**src/rtl/ket_pkg.sv**
```systemverilog
package ket_pkg;

  // Defaults for the top-level parameters
  localparam int KEY_COUNT_DEF = 256;
  localparam int TIME_BITS_DEF = 32;

  // Range of scanned key codes
  localparam logic [7:0] SCAN_FIRST = 8'd1;
  localparam logic [7:0] SCAN_LAST  = 8'd254;

  // Register reset values
  localparam logic [7:0] STOP_KEY_RST    = 8'd27;
  localparam logic       STOP_ENABLE_RST = 1'b1;

  localparam logic [31:0] HOLD_MAX = 32'hFFFF_FFFF;

  typedef logic [7:0] code_t;

  // Configuration register indexes
  typedef enum logic {
    CFG_STOP_KEY    = 1'b0,
    CFG_STOP_ENABLE = 1'b1
  } cfg_index_t;

  // Event codes
  typedef enum logic [1:0] {
    EV_NONE = 2'd0,
    EV_DOWN = 2'd1,
    EV_HOLD = 2'd2,
    EV_UP   = 2'd3
  } event_t;

  // Per-key tracking entry
  typedef struct packed {
    logic        pressed;
    logic [31:0] presses;
    logic [31:0] holds;
    logic [31:0] press_time;
    logic [31:0] release_time;
  } entry_t;

  // Update decision handed from the update logic to the top level
  typedef struct packed {
    event_t kind;
    logic   write;
    logic   set_stop;
    logic   live;
  } upd_ctl_t;

endpackage

```
**src/rtl/ket_update.sv**
```systemverilog
module ket_update (
  input  logic              tracked,
  input  logic              stopped,
  input  logic              down,
  input  ket_pkg::code_t    code,
  input  logic [31:0]       now,
  input  ket_pkg::code_t    stop_key,
  input  logic              stop_enable,
  input  ket_pkg::entry_t   cur,
  output ket_pkg::entry_t   nxt,
  output ket_pkg::upd_ctl_t ctl
);

  logic was;

  assign was = cur.pressed;

  // Classify the edge and build the new entry
  always_comb begin
    nxt          = cur;
    ctl.kind     = ket_pkg::EV_NONE;
    ctl.write    = 1'b0;
    ctl.set_stop = 1'b0;
    ctl.live     = tracked && !stopped;
    if (ctl.live) begin
      if (down && !was) begin
        nxt.pressed    = 1'b1;
        nxt.presses    = cur.presses + 32'd1;
        nxt.holds      = 32'd1;
        nxt.press_time = now;
        ctl.kind       = ket_pkg::EV_DOWN;
        ctl.write      = 1'b1;
        ctl.set_stop   = stop_enable && (code == stop_key);
      end else if (down && was) begin
        if (cur.holds != ket_pkg::HOLD_MAX) begin
          nxt.holds = cur.holds + 32'd1;
        end
        ctl.kind  = ket_pkg::EV_HOLD;
        ctl.write = 1'b1;
      end else if (!down && was) begin
        nxt.pressed      = 1'b0;
        nxt.holds        = 32'd0;
        nxt.release_time = now;
        ctl.kind         = ket_pkg::EV_UP;
        ctl.write        = 1'b1;
      end
    end
  end

endmodule

```
**config.mk**
```make
export PLATFORM = sky130hd
export DESIGN_NAME = ket_update
export DESIGN_NICKNAME = d
export VERILOG_FILES = /design/src/rtl/ket_pkg.sv /design/src/rtl/ket_update.sv
export SDC_FILE = /design/constraint.sdc
export NUM_CORES = 1
export LEC_CHECK = 0
export BUFFER_PORTS_ARGS = -buffer_cell sky130_fd_sc_hd__buf_2
export CAP_MARGIN = 10
export CORE_AREA = 2 2 123 125
export DETAILED_ROUTE_END_ITERATION = 12
export DIE_AREA = 0 0 125 127
export GPL_TIMING_DRIVEN = 0
export SYNTH_ARGS = -nofsm -noshare
export SYNTH_HDL_FRONTEND = slang
export SYNTH_SLANG_ARGS = --single-unit
```
**constraint.sdc**
```tcl
create_clock -name vclk -period 3.8
set_input_delay 0.76 -clock vclk [all_inputs]
set_output_delay 0.76 -clock vclk [all_outputs]
set_load 0.01 [all_outputs]
```
; Word-level counts from Yosys, hierarchy flattened
; Index checks and enable logic that the tools add are counted.
[word_totals]
ff_bits = 0
input_bits = 181
out_inout_bits = 134
wordCells = 30
[op_classes]
addsub = 2
eq_ne = 2
muxes = 18
n_reduce_logical = 8
[op_table]
columns = op, n
row1 = 32-bit two-way mux, 9
row2 = 129-bit two-way mux, 1
row3 = "32-bit by 1-bit adder with 32-bit output, second input constant", 2
row4 = "32-bit != test, second input constant", 1
row5 = 3-bit two-way mux, 3
row6 = 8-bit == test, 1
row7 = 1-bit logical AND, 5
row8 = 1-bit two-way mux, 4
row9 = 4-bit two-way mux, 1
row10 = 1-bit zero test, 3

; Logic depth before layout (Yosys ltp)
; Gate-level depths: netlist of run 1.
[logic_depth]
ltp_word = 6
depth_mapped = 10
mapped_depth_nobuf = 7

; Least setup slack after synthesis of run 1
; OpenSTA, ideal clock, no wires.
[synth_path]
kind = input-to-output
startpoint = input cur[128] (netlist name)
endpoint = output nxt[118] (netlist name)
arrival_time_ns = 2.437
required_time_ns = 3.040
slack_ns = 0.603
path_stages = 10
n_path_buf = 3
cell_sequence = inv_1 -> ha_1 -> clkbuf_1 -> and3b_1 -> buf_2 -> and3_1 -> and4_1 -> clkbuf_1 -> nand3_1 -> xnor2_1
[synth_lines]
columns = item, line
row1 = "start, declared", ket_update.sv:9  ; input ket_pkg::entry_t cur,
row2 = "end, declared", ket_update.sv:10  ; output ket_pkg::entry_t nxt,

==> impl_metrics.csv, run 1 <==
group,metric,value,unit
sta,rsz0062_at_grt,"no",
setup_path,crit_slowest_cell,"a2111oi_0",
routing,drcViolationCount,0,
cells_and_area,nFillCells,1656,
setup_path,critPathArrivalTime,3.02,ns
floorplanning,fp.dieH,127,um
cells_and_area,drive_gt1_frac,0.546,
yosys,synth_top_family_by_area,"simple AND/OR/NAND/NOR gates",
setup_path,cp-end-kind,"output port",
yosys,synthCells,411,
routing,drt_first_pass_iters,4,
routing,vias,4587,
power_and_ir_drop,cellLeakagePower,2.24,nW
routing,ant_nets,0,
yosys,synth_xor_area_frac,0.117,
yosys,synth-seq-area-share,0,
setup_path,crit_fanout,7,
sta,final-setup-viol-count,0,
setup_path,cp-start-kind,"input port",
cells_and_area,regArea,0,um2
place,dp_slack,-0.204,ns
yosys,syn-cell-area,2910,um2
place,finalWeightedCongestion,0.917,
yosys,synth_warnings,0,
cells_and_area,syn2layout_area_growth,62.4,%
worst_hold_path,min_path_type,"in -> out",
sta,slew_violations,0,
power_and_ir_drop,power,0.494,mW
setup_path,crit_chain,"buf_2 -> ha_1 -> nand4_1 -> or3_4 -> a2111oi_0 -> nor2_1 -> a221o_1 -> buf_2",
cells_and_area,design.seq.count,0,
setup_path,crit_type,"in -> out",
global_routing,grt_use_total,0.196,
cells_and_area,n_clock_buffer,0,
sta,hold_viol,0,
place,dp_cells,907,
yosys,synth.top_cells.by_area,"mux2_2, xnor2_1, nand2_1, nand3_1, xor2_1",
yosys,yosysTopAreaCell,"mux2_2",
sta,timing.final.ws_setup,0.0239,ns
sta,fin_crit,3.78,ns
sta,fin_setup_tns,0,ns
routing,routedWlPerCell,19.1,um
outcome,status,"finished clean",
routing,drt-initial-drc-count,180,
floorplanning,dieArea,15900,um2
sta,finalCritPeriodShare,0.994,
yosys,synth-simple-area-share,0.380,
global_routing,grt_pass1_vias,4231,
floorplanning,start_util,0.202,
run,maxCapViolCount,0,
yosys,synth-adder-area-share,0.0258,
yosys,synth_compound_area_frac,0.170,
floorplanning,row_count,44,
setup_path,cp_slowest_stage_delay,0.60,ns
cells_and_area,final_cells,907,
global_routing,grt_pass1_wl,24800,um
yosys,syn_area_per_cell,7.07,um2
power_and_ir_drop,power.density,105,nW/um2
cells_and_area,final_nets,910,
setup_path,required,3.04,ns
yosys,syn_nets,598,
floorplanning,coreArea,14400,um2
sta,max_freq,265,MHz
yosys,synth_cell_types,51,
sta,max_slew.worst_pin.slew,0.818,ns
cells_and_area,fin_util,0.327,
place,portBuffers,312,
routing,postRouteWirelength,17300,um
floorplanning,ios,315,
global_routing,antenna_found_initial,3,
yosys,synth_mux_area_frac,0.262,
sta,relSlewSlack,0.441,
setup_path,crit_top_cell,"buf_2",
global_routing,grt-ovfl-total,0,
yosys,synth.top_cell.area_share,0.252,
floorplanning,die_w,125,um
routing,via_per_inst,5.06,
power_and_ir_drop,ir_drop,0.0439,mV
global_routing,grt_max_degree,20,
place,place_hpwl,15200,um
## critical path, delay by kind of cell
| kind | cells | cell delay (ns) |
|---|---|---|
| adder cells (fa/ha/maj) | 1 | 0.34 |
| AO/OA/AOI/OAI | 2 | 0.89 |
| buffers and inverters | 2 | 0.26 |
| AND/OR/NAND/NOR | 3 | 0.76 |
## power breakdown
group	internal (mW)	leakage [nW]	switching [mW]
Combinational	0.223	2.24	0.271
Clock	0.0000000703	0.0000127	0
Sequential	0	0	0
## kinds of logic (layout without fill, tap and decap cells)
| group | Yosys count | in the layout |
|---|---|---|
| AOI/OAI and AO/OA | 61 | 61 |
| and+or+nand+nor | 205 | 205 |
| buffers and inverters | 32 | 342 |
| other | 0 | 2 |
| xor gates and xnor gates | 39 | 39 |
| muxes | 68 | 68 |
| adders and majority gates | 6 | 6 |
## cells in the mapped netlist (8+ instances only)
cell      number
mux2_2        65
nand2_1       64
nand3_1       30
xnor2_1       28
nor2_1        23
clkbuf_1      16
nand4_1       15
and3_1        14
o211ai_1      11
xor2_1        11
nor4_1         9
nor3_1         8
or4_1          8
## per-layer routing
metal | vias up | global-route usage | wire [um]
li1 | 2199 | - | -
met1 | 2160 | 0.239 | 6820
met2 | 212 | 0.363 | 8730
met3 | 16 | 0.0302 | 1260
met4 | 0 | 0.0451 | 483
met5 | - | 0 | 0
## cell type report
type / instances / area [um2] / share of cell area
multi-input cells: 379 / 2800 / 0.592
repair buffers: 313 / 1570 / 0.332
well taps: 184 / 230 / 0.0488
plain buffers: 24 / 104 / 0.0220
inverters: 5 / 18.8 / 0.00397
diodes: 2 / 5.00 / 0.00106
## path summary, 6_finish.rpt
path	from	end	depth (start not counted)
worst max-delay path	down	nxt[82]	8
worst min-delay path	cur[127]	nxt[127]	3
## timing repair
action                                  CTS  global route
gates resized for setup                   2             5
buffers inserted                          0             1
endpoints found under the setup margin   61            11
cloned                                    0             0
hold buffers                              0             0
pin swaps                                 0             1
## placed cells by master (no fill, tap or decap), types with 2 or more instances in the layout
master / instances
nor4_1: 9
inv_1: 5
and3b_1: 2
nor2_2: 2
nand3b_1: 2
nand4_4: 2
and4_1: 7
ha_1: 4
a21o_1: 4
and2_1: 7
and3_1: 14
mux2_2: 65
a32oi_1: 4
a21oi_1: 5
a2111oi_0: 3
buf_1: 6
nand2_1: 64
ha_2: 2
clkbuf_1: 12
a211o_1: 4
nand3_1: 30
diode_2: 2
o311ai_0: 7
nand4_1: 15
mux2i_1: 3
o21ai_0: 4
buf_2: 316
o41ai_1: 5
nand2b_1: 2
o211ai_1: 11
a211oi_1: 2
xor2_1: 11
xnor2_1: 28
a221o_1: 4
nor2b_1: 2
or4_1: 8
nor2_1: 21
nor3_1: 8
nor3b_1: 3
## stage by stage
stage | area [um2] | hold slack (ns)
after floorplan | 2910 | 1.60
after global placement | 4700 | 1.79
after detailed placement | 4700 | 1.79
after CTS | 4700 | 1.79
after global routing | 4720 | 1.80
final | 4720 | 1.79
Note: power is estimated with default switching activity, not from simulation.
==> run 2, diff against run 1 <==
Settings changed: SETUP_SLACK_MARGIN set to 0.2.
==> impl_metrics.csv, run 2 (same netlist as run 1, synthesis figures left out) <==
group,metric,value,unit
floorplanning,start_util,0.202,
routing,drt-initial-drc-count,233,
routing,routedWlPerCell,19.0,um
worst_hold_path,min_path_type,"in -> out",
sta,rsz0062_at_grt,"yes",
routing,vias,4597,
worst_hold_path,hold_end,"nxt[127]",
sta,hold_viol,0,
routing,via_per_inst,5.01,
power_and_ir_drop,cellLeakagePower,2.32,nW
setup_path,critPathArrivalTime,2.82,ns
sta,fin_crit,3.58,ns
place,finalWeightedCongestion,0.917,
sta,max_slew.worst_pin.slew,0.764,ns
power_and_ir_drop,p_int,0.230,mW
global_routing,grt_use_total,0.198,
sta,max_freq,280,MHz
cells_and_area,fin_util,0.338,
setup_path,cp-start-kind,"input port",
routing,drcViolationCount,0,
power_and_ir_drop,power.density,104,nW/um2
floorplanning,fp.dieH,127,um
sta,relSlewSlack,0.488,
run,maxCapViolCount,0,
floorplanning,dieArea,15900,um2
cells_and_area,regArea,0,um2
floorplanning,coreArea,14400,um2
worst_hold_path,hp-start,"cur[127]",
power_and_ir_drop,seq_power_share,0,
place,dp_cells,907,
cells_and_area,design.seq.count,0,
sta,finalCritPeriodShare,0.941,
place,place_hpwl,15200,um
global_routing,antenna_found_initial,3,
power_and_ir_drop,p_sw_frac,0.546,
power_and_ir_drop,p_comb_frac,1.000,
floorplanning,ios,315,
cells_and_area,final_nets,921,
setup_path,crit_fanout,9,
cells_and_area,final_cell_mix,"buf_2, mux2_2, nand2_1",
global_routing,grt_max_degree,11,
power_and_ir_drop,ir_drop,0.0438,mV
cells_and_area,nFillCells,1643,
setup_path,required,3.04,ns
setup_path,cp-end-kind,"output port",
outcome,status,"finished clean",
cells_and_area,drive_gt1_frac,0.571,
place,portBuffers,312,
global_routing,grt-ovfl-total,0,
cells_and_area,syn2layout_area_growth,67.6,%
sta,final-setup-viol-count,0,
floorplanning,die_w,125,um
cells_and_area,n_clock_buffer,0,
power_and_ir_drop,power,0.507,mW
setup_path,crit_type,"in -> out",
worst_hold_path,whs_path_depth,3,
cells_and_area,layout_commonest_cell,"buf_2",
routing,drt_first_pass_iters,5,
cells_and_area,final_cells,918,
cts,cts-hold-fix-buffers,0,
power_and_ir_drop,switchingPower,0.277,mW
routing,ant_nets,0,
power_and_ir_drop,clock_power_share,0,
global_routing,grt_pass1_vias,4251,
floorplanning,row_count,44,
sta,slew_violations,0,
global_routing,grt_pass1_wl,25000,um
routing,postRouteWirelength,17400,um
==> run 2: cell count changes in the layout (fill, tap and decap cells not counted), sizes merged <==
cell | before | now
buf | 324 | 331
clkbuf | 13 | 17
==> run 2: layer usage <==
layer  wire [um]  GRT usage  part of all wire  vias to the layer above
li1            -          -                 -                     2220
met1        6850      0.242              0.39                     2140
met2        8840      0.365              0.51                      221
met3        1260     0.0302             0.072                       16
met4         494     0.0451             0.028                        0
met5           0          0                 0                        -
==> run 2: worst max path at each step <==
stage             start        to
4_1_cts        cur[128]   nxt[70]
5_1_grt         cur[72]   nxt[94]
3_3_place_gp       down   nxt[70]
2_1_floorplan  cur[128]  nxt[118]
6_report        cur[72]   nxt[82]
3_5_place_dp       down   nxt[70]
==> run 2: power groups by stage <==
stage,clock network [mW],logic [mW],registers [mW]
floorplan,0,0.220,0
global route,0.0000000352,0.548,0
detailed placement,0,0.494,0
finish,0.0000000703,0.507,0
global placement,0,0.492,0
CTS,0,0.501,0
==> run 2: per-stage QoR <==
step | hold slack, ns | setup slack [ns] | area [um2] | TNS, ns
after floorplan | 1.60 | 0.603 | 2910 | 0
final | 1.79 | 0.223 | 4870 | 0
after detailed placement | 1.79 | -0.204 | 4700 | -3.66
after global routing | 1.80 | 0.165 | 4870 | 0
after global placement | 1.79 | -0.235 | 4700 | -3.08
after CTS | 1.79 | 0.211 | 4750 | 0
==> run 2: repair_timing <==
item	4_1_cts	5_1_grt
pin swaps	1	3
hold endpoints to repair	0	0
resized for setup	18	19
buffers inserted	2	7
setup endpoints to repair	106	48
==> run 2: area by class of cell <==
cell class / instances / area (um2) / area share
Tap cell: 184 / 230 / 0.0472
Multi-Input combinational cell: 379 / 2850 / 0.585
Timing Repair Buffer: 321 / 1630 / 0.334
Antenna cell: 2 / 5.00 / 0.00103
Buffer: 27 / 141 / 0.0290
Inverter: 5 / 18.8 / 0.00385
==> run 2: worst max-delay path, cell delays in order <==
cell and delay, ns:
buf_2 0.17, nand4_1 0.30, or3_4 0.52, a2111oi_0 0.55, nor2_1 0.08, a221o_1 0.29
buf_2 0.14
==> run 3, diff against run 2 <==
Settings changed: RECOVER_POWER set to 25.
==> impl_metrics.csv, run 3 (same netlist as run 1, synthesis figures left out) <==
group,metric,value,unit
sta,relSlewSlack,0.494,
floorplanning,fp.dieH,127,um
sta,finalCritPeriodShare,0.953,
floorplanning,coreArea,14400,um2
sta,worst_hold_slack,1.79,ns
global_routing,grt_use_total,0.198,
outcome,status,"finished clean",
cells_and_area,final_cells,918,
cells_and_area,drive_gt1_frac,0.540,
sta,final-setup-viol-count,0,
cts,cts-hold-fix-buffers,0,
power_and_ir_drop,p_comb_frac,1.000,
global_routing,met2_usage,0.365,
place,portBuffers,312,
sta,timing.final.ws_setup,0.179,ns
global_routing,grt-ovfl-total,0,
run,maxCapViolCount,0,
cells_and_area,layout_commonest_cell,"buf_2",
floorplanning,die_w,125,um
setup_path,required,3.04,ns
sta,hold_viol,0,
power_and_ir_drop,power,0.503,mW
worst_hold_path,hp-start,"cur[127]",
setup_path,critPathArrivalTime,2.86,ns
cells_and_area,regArea,0,um2
power_and_ir_drop,ir_drop,0.0436,mV
cells_and_area,syn2layout_area_growth,66.6,%
global_routing,top_usage_layer,"met2",
place,place_hpwl,15200,um
global_routing,grt_pass1_wl,25000,um
global_routing,grt_max_degree,11,
global_routing,gr-usage-met3,0.0302,
power_and_ir_drop,p_int,0.226,mW
floorplanning,start_util,0.202,
global_routing,grtUsageMet1,0.242,
setup_path,crit_type,"in -> out",
place,dp_slack,-0.204,ns
sta,fin_crit,3.62,ns
place,finalWeightedCongestion,0.917,
sta,slew_violations,0,
cells_and_area,final_cell_mix,"buf_2, nand2_1, mux2_2",
routing,ant_nets,0,
power_and_ir_drop,power.density,104,nW/um2
cells_and_area,fin_util,0.336,
power_and_ir_drop,clock_power_share,0,
routing,drcViolationCount,0,
global_routing,antenna_found_initial,3,
cells_and_area,n_clock_buffer,0,
floorplanning,row_count,44,
power_and_ir_drop,p_sw_frac,0.550,
worst_hold_path,min_path_type,"in -> out",
place,dp_cells,907,
sta,max_slew.worst_pin.slew,0.754,ns
cells_and_area,design.seq.count,0,
cells_and_area,final_nets,921,
routing,postRouteWirelength,17500,um
setup_path,crit_fanout,7,
power_and_ir_drop,seq_power_share,0,
cells_and_area,stdcell_area,4840,um2
sta,max_freq,276,MHz
floorplanning,ios,315,
setup_path,cp-start-kind,"input port",
cells_and_area,nFillCells,1655,
worst_hold_path,whs_path_depth,3,
worst_hold_path,hold_end,"nxt[127]",
floorplanning,dieArea,15900,um2
sta,rsz0062_at_grt,"yes",
power_and_ir_drop,cellLeakagePower,2.26,nW
power_and_ir_drop,switchingPower,0.277,mW
setup_path,cp-end-kind,"output port",
routing,vias,4646,
place,post_dp_cell_area,4700,um2
routing,drt-initial-drc-count,230,
routing,via_per_inst,5.06,
routing,drt_first_pass_iters,5,
sta,fin_setup_tns,0,ns
routing,routedWlPerCell,19.0,um
global_routing,grt_pass1_vias,4251,
[run 3: cell types whose count changed in the layout (fill, tap and decap cells not counted)]
cell and change:
and2_0 +2, and2_1 -2, buf_2 -22, clkbuf_1 +21
clkbuf_2 +1, mux2_1 +1, mux2_2 -1, nor2_1 +1
nor2_2 -1
[run 3: power by group through the flow]
stage          registers [mW]  clock network [mW]  logic, mW
4_1_cts                     0                   0      0.501
3_3_place_gp                0                   0      0.492
2_1_floorplan               0                   0      0.220
6_report                    0        0.0000000703      0.503
5_1_grt                     0        0.0000000352      0.544
3_5_place_dp                0                   0      0.494
[run 3: worst max-delay path by stage]
stage / from / end / slack [ns] / cells past startpoint
2_1_floorplan: cur[128] / nxt[118] / 0.60 / 10
6_report: cur[128] / nxt[82] / 0.18 / 8
3_3_place_gp: down / nxt[70] / -0.23 / 9
3_5_place_dp: down / nxt[70] / -0.20 / 9
4_1_cts: cur[128] / nxt[70] / 0.21 / 11
5_1_grt: cur[128] / nxt[62] / 0.09 / 9
[run 3: critical path, stage by stage]
cell	delay [ns]
clkbuf_1	0.18
ha_4	0.23
nand4_1	0.19
or3_4	0.43
a2111oi_0	0.55
nor2_1	0.08
a221o_1	0.29
buf_2	0.14
[run 3: routing by layer]
metal / wire length (um) / part of all wire / vias up
li1: - / - / 2219
met1: 6810 / 0.39 / 2183
met2: 8820 / 0.51 / 226
met3: 1330 / 0.076 / 18
met4: 505 / 0.029 / 0
met5: 0 / 0 / -
[run 3: cell type report]
cell class,count,area (um2),share of cell area
Timing Repair Buffer,321,1600,0.331
Antenna cell,2,5.00,0.00103
Inverter,5,18.8,0.00387
Buffer,27,140,0.0289
Tap cell,184,230,0.0475
Multi-Input combinational cell,379,2850,0.588
[run 3: repair_timing]
action | 4_1_cts | 5_1_grt
buffers inserted | 2 | 7
resized for setup | 18 | 19
pin swaps | 1 | 3
endpoints found under the setup margin | 106 | 48
